$ cat src/rtl/lbo_pkg.sv
// Shared types, constants and helpers of the label border overlay unit.
package lbo_pkg;

	// Default sizes handed to the top-level parameters.
	localparam int MAX_WIDTH_DEF  = 2048;
	localparam int LABEL_BITS_DEF = 16;

	// Fixed field widths of the transfers and of the configuration port.
	localparam int LABEL_FIELD_W = 16;
	localparam int RGB_W         = 24;
	localparam int CFG_DATA_W    = 33;
	localparam int REG_IDX_W     = 3;
	localparam int STYLE_W       = 33;

	// Register reset values.
	localparam logic [11:0]        WIDTH_RST  = 12'd2048;
	localparam logic [15:0]        HEIGHT_RST = 16'd2048;
	localparam logic [2:0]         CHAN_RST   = 3'b111;
	localparam logic [STYLE_W-1:0] STYLE_RST  = '0;

	// Item kinds on the input channel.
	localparam logic KIND_PIXEL = 1'b0;
	localparam logic KIND_DRAIN = 1'b1;

	typedef enum logic [REG_IDX_W-1:0] {
		REG_THICK_MODE   = 3'd0,
		REG_IMAGE_WIDTH  = 3'd1,
		REG_IMAGE_HEIGHT = 3'd2,
		REG_CHAN_ENABLE  = 3'd3,
		REG_BORDER_STYLE = 3'd4,
		REG_BODY_STYLE   = 3'd5,
		REG_EDGE_STYLE   = 3'd6
	} lbo_reg_t;

	typedef enum logic [1:0] {
		CLS_BACKGROUND = 2'd0,
		CLS_BORDER     = 2'd1,
		CLS_BODY       = 2'd2,
		CLS_EDGE       = 2'd3
	} lbo_cls_t;

	typedef struct packed {
		logic                     kind;
		logic [LABEL_FIELD_W-1:0] label;
		logic [7:0]               src_red;
		logic [7:0]               src_green;
		logic [7:0]               src_blue;
	} lbo_pix_t;

	typedef struct packed {
		logic [7:0] out_red;
		logic [7:0] out_green;
		logic [7:0] out_blue;
		lbo_cls_t   pixel_class;
		logic       frame_end;
	} lbo_res_t;

	// Per-item control decided when the item is taken in.
	typedef struct packed {
		logic emit;       // item produces a result
		logic wr_center;  // pixel item: write the current row buffers
		logic left_ok;    // left neighbour lies inside the image
		logic right_ok;   // right neighbour lies inside the image
		logic up_ok;      // neighbour above lies inside the image
		logic has_down;   // neighbour below is the incoming label
		logic boundary;   // pixel sits on the image boundary
		logic frame_end;  // last result of the frame
	} lbo_job_t;

	// Stored label width: the label field is 16 bits wide at most.
	function automatic int lbo_label_w(input int label_bits);
		return (label_bits < LABEL_FIELD_W) ? label_bits : LABEL_FIELD_W;
	endfunction

endpackage

$ cat src/rtl/lbo_shade.sv
// Pixel classification from the neighbour labels and per-class alpha blending.
module lbo_shade #(
	parameter int LABEL_BITS = lbo_pkg::LABEL_BITS_DEF
) (
	input  lbo_pkg::lbo_job_t                            job,
	input  logic [lbo_pkg::lbo_label_w(LABEL_BITS)-1:0]  val,
	input  logic [lbo_pkg::lbo_label_w(LABEL_BITS)-1:0]  left,
	input  logic [lbo_pkg::lbo_label_w(LABEL_BITS)-1:0]  right,
	input  logic [lbo_pkg::lbo_label_w(LABEL_BITS)-1:0]  up,
	input  logic [lbo_pkg::lbo_label_w(LABEL_BITS)-1:0]  down,
	input  logic [lbo_pkg::RGB_W-1:0]                    rgb,
	input  logic                                         thick_mode,
	input  logic [2:0]                                   chan_enable,
	input  logic [lbo_pkg::STYLE_W-1:0]                  border_style,
	input  logic [lbo_pkg::STYLE_W-1:0]                  body_style,
	input  logic [lbo_pkg::STYLE_W-1:0]                  edge_style,
	output lbo_pkg::lbo_res_t                            res
);
	import lbo_pkg::*;

	logic                diff;
	logic                bg;
	lbo_cls_t            cls;
	logic [STYLE_W-1:0]  style;
	logic [8:0]          alpha;
	logic [7:0]          ch_r;
	logic [7:0]          ch_g;
	logic [7:0]          ch_b;

	// (src*(256-a) + col*a + 128) >> 8, written as src*256 + (col-src)*a.
	function automatic logic [7:0] blend(input logic [7:0] src, input logic [7:0] colr,
	                                     input logic [8:0] a);
		logic signed [9:0]  d;
		logic signed [9:0]  as;
		logic signed [19:0] p;
		logic signed [19:0] s;
		d  = $signed({2'b00, colr}) - $signed({2'b00, src});
		as = $signed({1'b0, a});
		p  = d * as;
		s  = $signed({4'b0000, src, 8'h00}) + p + 20'sd128;
		return s[15:8];
	endfunction

	assign diff = (job.left_ok && (left != val)) || (job.right_ok && (right != val)) ||
	              (job.up_ok && (up != val)) || (job.has_down && (down != val));
	assign bg   = val == '0;

	always_comb begin
		if (thick_mode) begin
			if (diff) begin
				cls = CLS_BORDER;
			end else if (bg) begin
				cls = CLS_BACKGROUND;
			end else begin
				cls = job.boundary ? CLS_EDGE : CLS_BODY;
			end
		end else begin
			if (bg) begin
				cls = CLS_BACKGROUND;
			end else if (diff) begin
				cls = CLS_BORDER;
			end else begin
				cls = job.boundary ? CLS_EDGE : CLS_BODY;
			end
		end
	end

	always_comb begin
		case (cls)
			CLS_BORDER: style = border_style;
			CLS_BODY:   style = body_style;
			CLS_EDGE:   style = edge_style;
			default:    style = '0;
		endcase
		alpha = (style[32:24] > 9'd256) ? 9'd256 : style[32:24];
	end

	always_comb begin
		if (cls == CLS_BACKGROUND) begin
			ch_r = rgb[23:16];
			ch_g = rgb[15:8];
			ch_b = rgb[7:0];
		end else begin
			ch_r = blend(rgb[23:16], style[23:16], alpha);
			ch_g = blend(rgb[15:8], style[15:8], alpha);
			ch_b = blend(rgb[7:0], style[7:0], alpha);
		end
		res.out_red     = chan_enable[0] ? ch_r : 8'h00;
		res.out_green   = chan_enable[1] ? ch_g : 8'h00;
		res.out_blue    = chan_enable[2] ? ch_b : 8'h00;
		res.pixel_class = cls;
		res.frame_end   = job.frame_end;
	end

endmodule
$ cat config.mk
export PLATFORM = sky130hd
export DESIGN_NAME = lbo_shade
export DESIGN_NICKNAME = d
export VERILOG_FILES = /design/src/rtl/lbo_pkg.sv /design/src/rtl/lbo_shade.sv
export SDC_FILE = /design/constraint.sdc
export NUM_CORES = 1
export LEC_CHECK = 0
export BUFFER_PORTS_ARGS = -buffer_cell sky130_fd_sc_hd__buf_4
export CORE_UTILIZATION = 55
export DETAILED_ROUTE_END_ITERATION = 12
export PLACE_DENSITY = 0.81
export SYNTH_ARGS = -nofsm -noshare
export SYNTH_HDL_FRONTEND = slang
export SYNTH_SLANG_ARGS = --single-unit
$ cat constraint.sdc
create_clock -name vclk -period 10.1
set_input_delay 0.505 -clock vclk [all_inputs]
set_output_delay 0.505 -clock vclk [all_outputs]
set_load 0.05 [all_outputs]
==> results.sh, run 1 <==
export IMPL_yosysSeqAreaShare=0
export IMPL_grt_pass1_vias=10410
export IMPL_fin_setup_tns_ns=0
export IMPL_die_h_um=140.6
export IMPL_yosysUniqueCellTypes=67
export IMPL_multi_input_area_mm2=0.009309
export IMPL_status="finished, final reports clean"
export IMPL_viasPerCell=5.685
export IMPL_placed_area_mm2=0.01256
export IMPL_p_per_area_mw_per_mm2=364.0
export IMPL_area_delta_synth_final_pct=19.26
export IMPL_n_sequential_cell=0
export IMPL_cp_arrival_ns=9.12
export IMPL_wirelength_mm=31.76
export IMPL_yosys_warnings=0
export IMPL_hold_viol=0
export IMPL_finalPower_mw=4.589
export IMPL_drc_errors=0
export IMPL_wl_per_cell_um=18.14
export IMPL_synthCells=1313
export IMPL_critPathKind="primary input to output pin"
export IMPL_post_route_period_util=0.9533
export IMPL_first_pass_iters=7
export IMPL_setup_worst_path_end_class="output pin"
export IMPL_worstHoldPathCells=0
export IMPL_rsz0062_at_grt="no"
export IMPL_register_area_um2=0
export IMPL_timing_fmax_mhz=103.9
export IMPL_max_stage_delay_ns=0.53
export IMPL_drive_gt1_frac=0.1931
export IMPL_core_mm2=0.01877
export IMPL_worstMarginPinSlew_ns=1.009
export IMPL_port_buffers=238
export IMPL_syn_area_mm2=0.01057
export IMPL_row_count=50
export IMPL_grt_pass1_wl_mm=51.74
export IMPL_finalWeightedCongestion=1.026
export IMPL_required_ns=9.60
export IMPL_hold_path_class="primary input to output pin"
export IMPL_track_usage=0.3316
export IMPL_crit_slowest_cell="fa_1"
export IMPL_antenna_left=0
export IMPL_setup_violations=0
export IMPL_start_kind="primary input"
export IMPL_overflow=0
export IMPL_finalMaxSlewViolations=0
export IMPL_nets=2029
export IMPL_worst_ir_drop_vdd_uv=803.3
export IMPL_maxCapViolCount=0
export IMPL_total_leakage_power_nw=6.639
export IMPL_num_fill_cells=1590
export IMPL_fp_dieW_um=140.6
export IMPL_clock_buffers=0
export IMPL_crit_top_cell="fa_1"
export IMPL_drtIter0Drc=960
export IMPL_synth_area_per_cell_um2=8.050
export IMPL_grt_start_max_net_pins=31
export IMPL_antenna_found_initial=1
export IMPL_num_antenna_cells=0
export IMPL_place_hpwl_mm=27.13
export IMPL_die_area_mm2=0.01978
export IMPL_cts_setup_buffers=0
export IMPL_start_util=0.5632
export IMPL_fin_crit_ns=9.628
export IMPL_syn_num_nets=1823
export IMPL_slew_headroom=0.3251
export IMPL_final_area_mm2=0.01261
export IMPL_num_vias=9955
export IMPL_path_max_fanout=30
export IMPL_io_pins=242
## what timing repair did
| action | 4_1_cts | 5_1_grt |
|---|---|---|
| setup endpoints to repair | 0 | 12 |
| hold endpoints to repair | 0 | 0 |
| hold buffers | 0 | 0 |
| gates resized for setup | 0 | 9 |
## layout make-up
class	instances	share of cell area
Tap cell	234	0.02323
Timing Repair Buffer	262	0.1570
Multi-Input combinational cell	982	0.7385
Inverter	273	0.08129
## power breakdown
| group | leakage, nW | switching (mW) | internal [mW] | total (mW) |
|---|---|---|---|---|
| clock network | 0 | 0 | 0 | 0 |
| logic | 6.64 | 2.78 | 1.81 | 4.59 |
| registers | 0 | 0 | 0 | 0 |
| total | 6.64 | 2.78 | 1.81 | 4.59 |
## cells in the final DEF (no fill, tap or decap), drive strengths merged, types with 7 or more instances in the layout
cell and instances:
ha 121, nand4 22, nand2b 16, buf 262, xor2 19, nor4 10
o21a 8, a21o 17, o21ai 29, inv 273, a222oi 24, nor3 9
xnor2 104, fa 174, nor2b 7, a21oi 25, nand2 131, nand3 23
or3 17, nor2 128, and2 16, a31oi 8
## Yosys cell counts (8+ instances only)
master / count / area [µm²]
and2_1: 16 / 100.1
o21ai_0: 26 / 130.1
nor4_1: 10 / 62.56
a222oi_1: 24 / 240.2
nand2b_1: 16 / 100.1
nor2_1: 126 / 473.0
fa_1: 174 / 3483
or3_1: 17 / 106.4
clkbuf_1: 27 / 101.4
a21oi_1: 25 / 125.1
nor3_1: 9 / 45.04
buf_2: 16 / 80.08
xor2_1: 19 / 166.4
nand4_1: 22 / 137.6
nand3_1: 23 / 115.1
xnor2_1: 104 / 910.9
nand2_1: 131 / 491.7
inv_1: 272 / 1021
o21a_1: 8 / 60.06
a21o_1: 17 / 127.6
ha_1: 121 / 1514
## per-layer routing
metal,part of all wire,GRT usage
met1,0.40,0.4271
met2,0.48,0.5640
met3,0.088,0.06929
met4,0.033,0.09211
met5,0.00050,0
## stage by stage
stage,utilization,hold WS [ns],instances,setup WS [ns]
after CTS,0.6692,1.011,1751,0.1510
after floorplan,-,1.177,1313,0.5534
final,0.6717,1.010,1751,0.4720
after global routing,0.6717,1.010,1751,0.03851
after detailed placement,0.6692,1.011,1751,0.1861
after global placement,0.6692,1.011,1751,0.3157
## final timing paths
path                   start      end  slack, ns
worst min-delay path  job[0]   res[0]       1.01
worst max-delay path  val[5]  res[10]       0.47
## critical path: cells and delay by family
kind                     cells  cell delay (ns)
adder cells (fa/ha/maj)      7             3.03
AO/OA/AOI/OAI               12             2.95
buffers and inverters        7             1.05
AND/OR/NAND/NOR              6             0.95
XOR/XNOR                     2             0.59
## cells by family after synthesis
group                    after synthesis  synth area share
AND/OR/NAND/NOR                      405            0.1797
buffers and inverters                331            0.1255
adder cells (fa/ha/maj)              295            0.4728
AO/OA/AOI/OAI                        149            0.1052
XOR/XNOR                             126            0.1083
multiplexers                           7          0.008522
Note: power is estimated with default switching activity, not from simulation.
==> inputs of run 2 (changes only) <==
--- a/config.mk
+++ b/config.mk
@@ -7,7 +7,8 @@
 export LEC_CHECK = 0
 export BUFFER_PORTS_ARGS = -buffer_cell sky130_fd_sc_hd__buf_4
-export CORE_UTILIZATION = 55
+export CORE_UTILIZATION = 50
 export DETAILED_ROUTE_END_ITERATION = 12
-export PLACE_DENSITY = 0.81
+export GPL_TIMING_DRIVEN = 0
+export PLACE_DENSITY = 0.75
 export SYNTH_ARGS = -nofsm -noshare
 export SYNTH_HDL_FRONTEND = slang
==> constraint.sdc (replaced) <==
create_clock -name vclk -period 10.1
set_input_delay 1.01 -clock vclk [all_inputs]
set_output_delay 1.01 -clock vclk [all_outputs]
set_load 0.05 [all_outputs]
==> run 2 against run 1 <==
The flow now finishes with violations (negative setup slack). Die area up 9.9%. Setup slack got worse by 0.73 ns. Count of clock-buffer cells in the layout stayed put. Non-clock buffer count rose by 104. Fmax down 7.1%. Core utilization increased by 5.0 points. Final cell count rose by 8.0%. Wire length is 24% higher. Largest cell class unchanged. Worst hold slack improved by 1.3 ns.
==> results.sh, run 2 (synthesized netlist as in run 1, its figures left out) <==
export IMPL_status="finished with violations"
export IMPL_violations="negative setup slack"
export IMPL_final_area_mm2=0.01478
export IMPL_timing_fmax_mhz=96.50
export IMPL_worstMarginPinSlew_ns=1.068
export IMPL_critPathBufInv=8
export IMPL_drive_gt1_frac=0.3325
export IMPL_cp_num_cells=34
export IMPL_crit_family="adder cells"
export IMPL_fin_crit_ns=10.36
export IMPL_antenna_left=0
export IMPL_cp_arrival_ns=9.35
export IMPL_first_pass_iters=8
export IMPL_start_util=0.5158
export IMPL_hold_viol=0
export IMPL_min_from="job[0]"
export IMPL_hold_buffers=0
export IMPL_finalWeightedCongestion=0.9788
export IMPL_die_area_mm2=0.02173
export IMPL_post_route_period_util=1.026
export IMPL_path_max_fanout=7
export IMPL_num_fill_cells=1527
export IMPL_fin_setup_tns_ns=-0.6839
export IMPL_setup_worst_path_end_class="output pin"
export IMPL_finalMaxSlewViolations=0
export IMPL_grt_pass1_wl_mm=57.46
export IMPL_rsz0062_at_grt="yes"
export IMPL_critPathLaunch="val[5]"
export IMPL_drc_errors=0
export IMPL_row_count=52
export IMPL_die_h_um=147.4
export IMPL_setup_violations=5
export IMPL_port_buffers=222
export IMPL_post_place_ws_ns=-1.844
export IMPL_num_vias=11010
export IMPL_cp_endpoint="res[10]"
export IMPL_final_cell_mix="buf_4, inv_1, fa_1"
export IMPL_track_usage=0.3410
export IMPL_critPathKind="primary input to output pin"
export IMPL_clock_buffers=0
export IMPL_overflow=0
export IMPL_max_stage_delay_ns=0.58
export IMPL_grt_pass1_vias=11020
export IMPL_viasPerCell=5.823
export IMPL_register_area_um2=0
export IMPL_place_hpwl_mm=29.24
export IMPL_maxCapViolCount=0
export IMPL_hold_path_class="primary input to output pin"
export IMPL_final_common_cell="buf_4"
export IMPL_nets=2133
export IMPL_grt_start_max_net_pins=11
export IMPL_worst_slack_ns=-0.2627
export IMPL_antenna_found_initial=0
export IMPL_utilization=0.7214
export IMPL_start_kind="primary input"
export IMPL_core_mm2=0.02049
export IMPL_fp_dieW_um=147.4
export IMPL_placed_area_mm2=0.01262
export IMPL_area_delta_synth_final_pct=39.87
export IMPL_wirelength_mm=39.46
export IMPL_io_pins=242
export IMPL_wl_per_cell_um=20.87
export IMPL_n_sequential_cell=0
export IMPL_required_ns=9.09
export IMPL_slew_headroom=0.2883
export IMPL_crit_slowest_cell="fa_2"
export IMPL_num_antenna_cells=0
export IMPL_drtIter0Drc=1257
-- run 2: changes by cell type in the layout (fill, tap and decap cells not counted), moves of 19 or more --
cell      before  now
buf_4        261  283
buf_6          0   33
clkbuf_1       0   19
ha_1         121   98
ha_4           0   21
xnor2_1      103   70
xnor2_2        1   29
-- run 2: layer usage --
layer / vias to the layer above / track usage / wire, µm
met5: - / 0 / 0
li1: 4795 / - / -
met3: 160 / 0.06852 / 3835
met2: 628 / 0.5675 / 19220
met1: 5428 / 0.4347 / 14350
met4: 0 / 0.1356 / 2055
-- run 2: cell type report --
class	instances	area (µm²)	area share
Multi-Input combinational cell	982	10460	0.7078
Buffer	55	454.2	0.03072
Tap cell	270	337.8	0.02285
Inverter	273	1032	0.06982
Timing Repair Buffer	311	2496	0.1688
-- run 2: what timing repair did --
action | 4_1_cts | 5_1_grt
setup buffers | 54 | 36
cloned | 1 | 0
resized for setup | 136 | 170
pin swaps | 75 | 118
hold endpoints to repair | 0 | 0
setup endpoints to repair | 24 | 22
-- run 2: per-stage QoR --
stage	instances	hold WS, ns
after floorplan	1313	2.187
after global placement	1805	2.275
after detailed placement	1805	2.276
after CTS	1860	2.277
after global routing	1891	2.278
final	1891	2.275
-- run 2: worst min-delay path by stage --
| stage | to | slack [ns] | cells after the start |
|---|---|---|---|
| 2_1_floorplan | res[0] | 2.19 | 1 |
| 3_3_place_gp | res[0] | 2.27 | 2 |
| 3_5_place_dp | res[0] | 2.28 | 2 |
| 4_1_cts | res[0] | 2.28 | 2 |
| 5_1_grt | res[0] | 2.28 | 2 |
| 6_report | res[0] | 2.28 | 2 |
Power of run 2 is not shown: default switching activity piles up to over one toggle a cycle in this logic, so the estimate is an artifact.
