File: src/rtl/lbo_pkg.sv
// Shared types, constants and helpers of the label border overlay unit.
package lbo_pkg;

	// Default sizes handed to the top-level parameters.
	localparam int MAX_WIDTH_DEF  = 2048;
	localparam int LABEL_BITS_DEF = 16;

	// Fixed field widths of the transfers and of the configuration port.
	localparam int LABEL_FIELD_W = 16;
	localparam int RGB_W         = 24;
	localparam int CFG_DATA_W    = 33;
	localparam int REG_IDX_W     = 3;
	localparam int STYLE_W       = 33;

	// Register reset values.
	localparam logic [11:0]        WIDTH_RST  = 12'd2048;
	localparam logic [15:0]        HEIGHT_RST = 16'd2048;
	localparam logic [2:0]         CHAN_RST   = 3'b111;
	localparam logic [STYLE_W-1:0] STYLE_RST  = '0;

	// Item kinds on the input channel.
	localparam logic KIND_PIXEL = 1'b0;
	localparam logic KIND_DRAIN = 1'b1;

	typedef enum logic [REG_IDX_W-1:0] {
		REG_THICK_MODE   = 3'd0,
		REG_IMAGE_WIDTH  = 3'd1,
		REG_IMAGE_HEIGHT = 3'd2,
		REG_CHAN_ENABLE  = 3'd3,
		REG_BORDER_STYLE = 3'd4,
		REG_BODY_STYLE   = 3'd5,
		REG_EDGE_STYLE   = 3'd6
	} lbo_reg_t;

	typedef enum logic [1:0] {
		CLS_BACKGROUND = 2'd0,
		CLS_BORDER     = 2'd1,
		CLS_BODY       = 2'd2,
		CLS_EDGE       = 2'd3
	} lbo_cls_t;

	typedef struct packed {
		logic                     kind;
		logic [LABEL_FIELD_W-1:0] label;
		logic [7:0]               src_red;
		logic [7:0]               src_green;
		logic [7:0]               src_blue;
	} lbo_pix_t;

	typedef struct packed {
		logic [7:0] out_red;
		logic [7:0] out_green;
		logic [7:0] out_blue;
		lbo_cls_t   pixel_class;
		logic       frame_end;
	} lbo_res_t;

	// Per-item control decided when the item is taken in.
	typedef struct packed {
		logic emit;       // item produces a result
		logic wr_center;  // pixel item: write the current row buffers
		logic left_ok;    // left neighbour lies inside the image
		logic right_ok;   // right neighbour lies inside the image
		logic up_ok;      // neighbour above lies inside the image
		logic has_down;   // neighbour below is the incoming label
		logic boundary;   // pixel sits on the image boundary
		logic frame_end;  // last result of the frame
	} lbo_job_t;

	// Stored label width: the label field is 16 bits wide at most.
	function automatic int lbo_label_w(input int label_bits);
		return (label_bits < LABEL_FIELD_W) ? label_bits : LABEL_FIELD_W;
	endfunction

endpackage

File: src/rtl/lbo_front.sv
// Raster position counters and per-item control decisions at intake.
module lbo_front #(
	parameter int MAX_WIDTH = lbo_pkg::MAX_WIDTH_DEF
) (
	input  logic                         clk,
	input  logic                         arst_n,
	input  logic                         accept,
	input  logic                         kind,
	input  logic [11:0]                  cfg_width,
	input  logic [15:0]                  cfg_height,
	output logic                         take,
	output logic [$clog2(MAX_WIDTH)-1:0] col,
	output lbo_pkg::lbo_job_t            job
);
	import lbo_pkg::*;

	localparam int CW = $clog2(MAX_WIDTH);
	localparam int WB = $clog2(MAX_WIDTH + 1);

	logic [CW-1:0] in_col_q;
	logic [CW-1:0] out_col_q;
	logic [15:0]   in_row_q;
	logic [15:0]   out_row_q;
	logic [WB-1:0] eff_w;
	logic [15:0]   eff_h;
	logic [WB-1:0] col_p1;
	logic          full;
	logic          is_pixel;
	logic          right_ok;

	always_comb begin
		if (cfg_width == '0) begin
			eff_w = WB'(1);
		end else if (32'(cfg_width) > MAX_WIDTH) begin
			eff_w = WB'(MAX_WIDTH);
		end else begin
			eff_w = WB'(cfg_width);
		end
		eff_h = (cfg_height == '0) ? 16'd1 : cfg_height;
	end

	assign full     = in_row_q >= eff_h;
	assign is_pixel = kind == KIND_PIXEL;
	assign col      = is_pixel ? in_col_q : out_col_q;
	assign col_p1   = WB'(col) + WB'(1);
	assign right_ok = col_p1 < eff_w;

	// Pixels count only until all rows are in; drains only after that.
	assign take = is_pixel ? !full : full;

	always_comb begin
		job.left_ok  = col != '0;
		job.right_ok = right_ok;
		if (is_pixel) begin
			job.emit      = in_row_q != '0;
			job.wr_center = 1'b1;
			job.up_ok     = in_row_q > 16'd1;
			job.has_down  = 1'b1;
			job.frame_end = 1'b0;
		end else begin
			job.emit      = 1'b1;
			job.wr_center = 1'b0;
			job.up_ok     = out_row_q != '0;
			job.has_down  = 1'b0;
			job.frame_end = !right_ok;
		end
		// The drained row is always the bottom row of the image.
		job.boundary = !job.left_ok || !right_ok || !job.up_ok || !is_pixel;
	end

	always_ff @(posedge clk or negedge arst_n) begin
		if (!arst_n) begin
			in_col_q  <= '0;
			out_col_q <= '0;
			in_row_q  <= '0;
			out_row_q <= '0;
		end else if (accept && take) begin
			if (is_pixel) begin
				if (right_ok) begin
					in_col_q  <= CW'(col_p1);
					out_col_q <= CW'(col_p1);
					out_row_q <= (in_row_q == '0) ? '0 : in_row_q - 16'd1;
				end else begin
					in_col_q  <= '0;
					out_col_q <= '0;
					in_row_q  <= in_row_q + 16'd1;
					out_row_q <= in_row_q;
				end
			end else if (!right_ok) begin
				in_col_q  <= '0;
				out_col_q <= '0;
				in_row_q  <= '0;
				out_row_q <= '0;
			end else begin
				out_col_q <= CW'(col_p1);
			end
		end
	end

endmodule

File: config.mk
export PLATFORM = sky130hd
export DESIGN_NAME = lbo_front
export DESIGN_NICKNAME = d
export VERILOG_FILES = /design/src/rtl/lbo_pkg.sv /design/src/rtl/lbo_front.sv
export SDC_FILE = /design/constraint.sdc
export NUM_CORES = 1
export LEC_CHECK = 0
export ABC_AREA = 0
export BUFFER_PORTS_ARGS = -buffer_cell sky130_fd_sc_hd__buf_2
export CORE_ASPECT_RATIO = 0.8
export CORE_MARGIN = 10
export CORE_UTILIZATION = 59
export CTS_CLUSTER_DIAMETER = 120
export DETAILED_ROUTE_END_ITERATION = 10
export PLACE_DENSITY = 0.8
export REMOVE_ABC_BUFFERS = 1
export SETUP_SLACK_MARGIN = 0.4
export SYNTH_ARGS = -nofsm -noshare
export SYNTH_HDL_FRONTEND = slang
export SYNTH_SLANG_ARGS = --single-unit
export TNS_END_PERCENT = 50
File: constraint.sdc
create_clock -name clk -period 4.45 [get_ports clk]
set_clock_uncertainty 0.1 [all_clocks]
set_input_delay 0.2225 -clock clk [delete_from_list [all_inputs] [get_ports clk]]
set_output_delay 0.2225 -clock clk [all_outputs]
set_load 0.02 [all_outputs]
==> results of run 1 <==
-- through the flow --
step / setup slack [ns] / instance area (um2)
5_1_grt: 0.392 / 4440
3_3_place_gp: 0.588 / 4250
6_report: 0.596 / 4440
2_1_floorplan: 0.135 / 3820
3_5_place_dp: 0.335 / 4250
4_1_cts: 0.456 / 4380
-- area by class of cell --
| cell class | instances | share of cell area, % |
|---|---|---|
| Timing Repair Buffer | 62 | 7.94 |
| Clock buffer | 6 | 1.86 |
| Multi-Input combinational cell | 338 | 53.9 |
| Tap cell | 84 | 2.37 |
| Inverter | 34 | 2.87 |
| Clock inverter | 1 | 0.676 |
| Sequential cell | 54 | 30.4 |
-- synth_stat cells (all sizes together) (12+ instances only) --
cell type,instances,share of area (%)
a21oi,21,2.8
xnor2,12,2.7
nor2,22,2.1
o2bb2ai,14,3.1
nor3,13,1.7
nand2,54,5.1
ha,33,10
buf,12,1.7
clkbuf,15,1.4
dfrtp,54,34
nand3,12,1.5
o21ai,28,3.6
inv,34,3.2
-- worst reg2reg max path: stages, from the launching register on --
cell and delay (ns):
dfrtp_1 0.42, mux2i_2 0.25, inv_1 0.15, ha_1 0.29
nand2_2 0.12, nor2_1 0.07, xnor2_1 0.32, ha_1 0.32
nor3_1 0.18, nor2_1 0.07, a221oi_1 0.26, nand3b_1 0.14
inv_1 0.15, buf_4 0.19, nand2_1 0.06, nand2_1 0.34
o2bb2ai_1 0.12
-- path summary, 6_finish.rpt --
kind                       slack, ns  depth (start not counted)            end    startpoint
max                             0.60                         15         job[1]   in_col_q[0]
min                             0.24                          4    in_row_q[3]        accept
max reg2reg                     0.77                         16   out_row_q[0]   in_col_q[0]
min reg2reg                     0.39                          2   out_col_q[7]  out_col_q[7]
max in group asynchronous       3.31                          3  out_row_q[10]        arst_n
min in group asynchronous       0.47                          3   out_col_q[2]        arst_n
-- routing by layer --
metal	global-route usage (%)	routed length [um]	up-vias
li1	-	-	1754
met1	28.6	4980	1780
met2	32.5	5000	177
met3	2.75	810	8
met4	2.88	64	0
met5	0	0	-
-- registers in the layout, summed over array words and instances, names as in the netlist --
signal     count
in_col_q      11
in_row_q      16
out_col_q     11
out_row_q     16
-- what timing repair did --
action / in CTS / in global routing
endpoints found under the hold margin: 54 / 0
setup buffers: 0 / 1
hold buffers: 1 / 0
endpoints found under the setup margin: 1 / 28
gates resized for setup: 2 / 11
pin swaps: 0 / 1
-- power by group through the flow --
| stage | clock network (mW) | logic (mW) | registers [mW] |
|---|---|---|---|
| 6_report | 0.349 | 0.475 | 0.612 |
| 2_1_floorplan | 0 | 0.304 | 0.597 |
| 5_1_grt | 0.364 | 0.524 | 0.616 |
| 3_5_place_dp | 0 | 0.461 | 0.613 |
| 3_3_place_gp | 0 | 0.443 | 0.610 |
| 4_1_cts | 0.344 | 0.466 | 0.605 |
-- kinds of logic after synthesis --
group	synth area share, %
AOI/OAI and AO/OA	21.0
xor gates and xnor gates	4.44
adders and majority gates	10.5
buffers and inverters	6.41
DFF	34.3
muxes	3.14
and+or+nand+nor	20.2
==> flow_metrics.py, run 1 <==
metrics = {
    "timing": {
        "layout_min_cycle_time_ns": 3.85,
        "worst_slew_pin_slew_ns": 0.780,
        "rsz0062_at_grt": "false",
        "finalHoldWorstSlack_ns": 0.237,
        "setup_viol_count_final": 0,
        "timing.final.max_slew_violations": 0,
        "timing.slew.headroom_pct": 48.0,
        "fin_tns_setup_ns": 0,
        "fmaxAchievable_mhz": 259,
        "hold_viol": 0,
        "fin_crit_sh_pct": 86.6,
    },
    "critical_path": {
        "critPathMaxFanout": 30,
        "worst-endpoint-arrival_ns": 3.53,
        "setup.worst_path.end_class": "output port",
        "buffers_inverters_on_critical_path": 4,
        "worstSetupPathType": "flip-flop to output port",
        "critical-path-top-delay-family": "simple AND/OR/NAND/NOR gates",
        "required_ns": 4.13,
        "path_cells": "mux2i_2 > inv_1 > ha_1 > nand2_2 > nor2_1 > xnor2_1 > ha_1 > nor3_1 > nor2_1 > a221oi_1 > nand3b_1 > inv_1 > buf_12 > nand4_1 > buf_2",
        "timing.critical_path.slowest_stage_cell": "dfrtp_1",
        "slowest_delay_ns": 0.42,
        "crit_path_start_kind": "flip-flop",
    },
    "global_routing": {
        "grt_max_degree": 55,
        "number_of_antenna_violations_at_the_first_check_in_global_routing": 0,
        "grt_use_total_pct": 20.1,
        "global_route.overflow_total": 0,
        "grt_first_pass_wirelength_um": 17700,
        "first_global_vias": 3546,
    },
    "pwr": {
        "switching_share_pct": 36.2,
        "total_switching_power_mw": 0.519,
        "final_power_mw": 1.44,
        "powerDensity_nw_per_um2": 323,
        "vdd.ir_drop.worst_uv": 300,
        "p_leak_nw": 2.11,
        "p_int_mw": 0.916,
        "power.sequential.fraction_pct": 42.6,
        "comb_power_share_pct": 33.1,
        "p_clk_share_pct": 24.3,
    },
    "yosys": {
        "synth_area_per_cell_um2": 8.70,
        "synth-seq-cells": 54,
        "yosys_warnings": 0,
        "synth_area_um2": 3940,
        "number_of_synthesized_flops_with_an_enable_pin": 0,
        "synth_cell_type_count": 53,
        "postSynth.topFlopCell": "dfrtp_1",
        "portion_of_the_post_synthesis_area_used_by_sequential_elements_pct": 34.3,
        "synth_cells": 453,
        "synth-async-reset-ratio_pct": 100,
    },
    "worst_hold_path": {
        "hold_path.class": "input pin to flip-flop",
    },
    "route": {
        "detail-route-antenna-nets": 0,
        "routed_wire_length_um": 10900,
        "wire_per_inst_um": 18.8,
        "remaining_drc_errors": 0,
        "detail_route.iter0.violations": 409,
        "first_pass_iters": 5,
        "num_vias": 3719,
        "avgViaCountPerCell": 6.42,
    },
    "die": {
        "core_um2": 6440,
        "die_width_um": 111,
        "ios": 52,
        "die_area_um2": 10400,
        "start_util_pct": 61.2,
        "die_height_um": 93.1,
        "rows": 26,
    },
    "cts": {
        "clock_path_buffers": 2,
        "worst_setup_hold_path_clk_slew_ns": 0.10,
        "cts_inserted_buffers": 5,
        "clkLatencyLatePin_ns": 0.32,
        "htreeDepth": 2,
        "cts.root.buffer_cell": "clkbuf_8",
        "cts_tree": "built",
        "cts.sink_count": 54,
    },
    "finish": {
        "multiInputGateArea_um2": 2390,
        "design.final.nets": 560,
        "layout.core_utilization_pct": 69.0,
        "mostFrequentLayoutCell": "dfrtp_1",
        "area_growth_pct": 12.7,
        "layout-drive-gt1-share_pct": 17.2,
        "layout.cells.most_common_list": "dfrtp_1 (54), nand2_1 (53), buf_2 (51)",
        "final.fill_count": 540,
        "regArea_um2": 1350,
        "antenna-diode-count": 0,
        "layoutNonFillerInstCount": 579,
    },
    "placed_design": {
        "gp_congestion": 0.927,
        "place.port_buffers": 51,
        "detailed_place_hpwl_um": 8160,
        "placedCellCount": 570,
    },
    "status": {
        "run_status": "finished, final reports clean",
    },
    "flow_run": {
        "timing.max_cap.violations": 0,
    },
}
No activity file was read; power rests on OpenSTA's default activity.
==> run 2, diff against run 1 <==
==> constraint.sdc (replaced) <==
create_clock -name clk -period 4.45 [get_ports clk]
set_clock_uncertainty 0.1 [all_clocks]
set_input_delay 0.6675 -clock clk [delete_from_list [all_inputs] [get_ports clk]]
set_output_delay 0.6675 -clock clk [all_outputs]
set_load 0.02 [all_outputs]
==> flow_metrics.py, run 2 (same netlist as run 1, synthesis figures left out) <==
metrics = {
    "pwr": {
        "power.sequential.fraction_pct": 41.5,
        "total_switching_power_mw": 0.537,
        "comb_power_share_pct": 36.0,
        "p_int_mw": 0.933,
        "vdd.ir_drop.worst_uv": 231,
        "final_power_mw": 1.47,
        "p_clk_share_pct": 22.5,
        "powerDensity_nw_per_um2": 307,
        "p_leak_nw": 2.28,
        "switching_share_pct": 36.5,
    },
    "global_routing": {
        "grt_first_pass_wirelength_um": 18500,
        "grt_max_degree": 55,
        "first_global_vias": 3664,
        "number_of_antenna_violations_at_the_first_check_in_global_routing": 0,
        "global_route.overflow_total": 0,
        "grt_use_total_pct": 21.0,
    },
    "timing": {
        "hold_viol": 0,
        "fin_crit_sh_pct": 90.2,
        "setup_viol_count_final": 0,
        "timing.slew.headroom_pct": 53.5,
        "timing.final.max_slew_violations": 0,
        "fmaxAchievable_mhz": 249,
        "layout_min_cycle_time_ns": 4.01,
        "worst_slew_pin_slew_ns": 0.679,
        "post-route-worst-setup-slack_ns": 0.437,
        "rsz0062_at_grt": "true",
    },
    "placed_design": {
        "preCtsSetupSlack_ns": -0.00296,
        "gp_congestion": 0.944,
        "place.port_buffers": 51,
        "detailed_place_hpwl_um": 8260,
    },
    "die": {
        "die_area_um2": 10400,
        "die_width_um": 111,
        "start_util_pct": 61.2,
        "ios": 52,
        "core_um2": 6440,
        "die_height_um": 93.1,
        "rows": 26,
    },
    "cts": {
        "clkLatencyLatePin_ns": 0.31,
        "worst_setup_hold_path_clk_slew_ns": 0.09,
        "cts_tree": "built",
        "cts.sink_count": 54,
        "cts_inserted_buffers": 5,
        "cts.root.buffer_cell": "clkbuf_8",
        "clock_path_buffers": 2,
        "htreeDepth": 2,
        "postCtsHoldBufs": 0,
    },
    "critical_path": {
        "worstSetupPathType": "input pin to output port",
        "required_ns": 3.68,
        "setup.worst_path.end_class": "output port",
        "worst-endpoint-arrival_ns": 3.25,
        "critPathMaxFanout": 7,
        "crit_path_start_kind": "input pin",
    },
    "finish": {
        "layout-drive-gt1-share_pct": 24.8,
        "top_regs": "in_row_q (16), out_row_q (16)",
        "layout.cells.most_common_list": "dfrtp_1 (54), nand2_1 (52), buf_2 (49)",
        "design.final.nets": 577,
        "mostFrequentLayoutCell": "dfrtp_1",
        "final.fill_count": 481,
        "layout.core_utilization_pct": 74.2,
        "antenna-diode-count": 0,
        "area_growth_pct": 21.3,
    },
    "route": {
        "detail-route-antenna-nets": 0,
        "routed_wire_length_um": 11700,
        "num_vias": 3861,
        "detail_route.iter0.violations": 346,
        "wire_per_inst_um": 19.5,
        "remaining_drc_errors": 0,
        "avgViaCountPerCell": 6.47,
        "first_pass_iters": 5,
    },
    "status": {
        "run_status": "finished, final reports clean",
    },
    "worst_hold_path": {
        "hold_path.class": "input pin to async pin",
    },
    "flow_run": {
        "timing.max_cap.violations": 0,
    },
}
-- run 2: cell count changes in the layout (fill, tap and decap cells not counted), sizes merged --
| cell | previous run | this run |
|---|---|---|
| dlygate4sd3 | 1 | 0 |
| buf | 61 | 78 |
| clkbuf | 6 | 8 |
-- run 2: final cells by class --
cell class	instances	area, um2	share of cell area (%)
multi-input combinational	338	2570	53.7
sequential	54	1350	28.3
timing repair buffer	79	524	11.0
inverter	34	128	2.67
tap	84	105	2.20
clock buffer	7	76.3	1.60
clock inverter	1	30.0	0.628
-- run 2: final timing paths --
kind	startpoint	cells after the start	to	slack (ns)
worst min-delay path	arst_n	2	out_col_q[3]	0.38
max in group asynchronous	arst_n	2	out_row_q[13]	3.42
worst min register to register	out_col_q[7]	2	out_col_q[7]	0.39
min in group clk	out_col_q[7]	2	out_col_q[7]	0.39
worst max-delay path	kind	15	job[1]	0.44
worst max register to register	in_col_q[4]	15	in_row_q[10]	0.84
-- run 2: power by group through the flow --
stage	clock network (mW)	logic [mW]	registers, mW
after global placement	0	0.461	0.611
after CTS	0.334	0.497	0.604
after floorplan	0	0.304	0.597
final	0.331	0.529	0.610
after detailed placement	0	0.477	0.612
after global routing	0.353	0.574	0.619
-- run 2: critical path, stage by stage --
cell      delay [ns]
buf_8           0.13
mux2_4          0.22
nor3b_4         0.19
buf_4           0.16
nand2_4         0.07
nor4_4          0.32
xnor2_2         0.12
ha_1            0.35
o211ai_1        0.10
nor2_1          0.07
a221oi_2        0.23
nand3b_1        0.14
inv_2           0.16
nand4_1         0.14
buf_6           0.18
-- run 2: what timing repair did --
item,in CTS,in global routing
endpoints found under the setup margin,15,14
buffers inserted,6,6
hold endpoints to repair,0,0
gates cloned,0,1
gates resized for setup,29,24
pin swaps,9,13
-- run 2: metrics by stage --
step                TNS [ns]  area (um2)  instances  hold WS (ns)
floorplan              -6.31        3820        426         0.272
global placement    -0.00382        4310        576         0.363
detailed placement  -0.00296        4310        576         0.365
CTS                        0        4600        590         0.387
global route               0        4780        597         0.398
finish                     0        4780        597         0.377
-- run 2: routing by layer --
metal  vias up  routed length, um  track usage [%]
li1       1777                  -                -
met2       177               5350             32.5
met5         -                  0                0
met4         0                122             4.81
met3        16               1020             4.60
met1      1891               5160             29.3
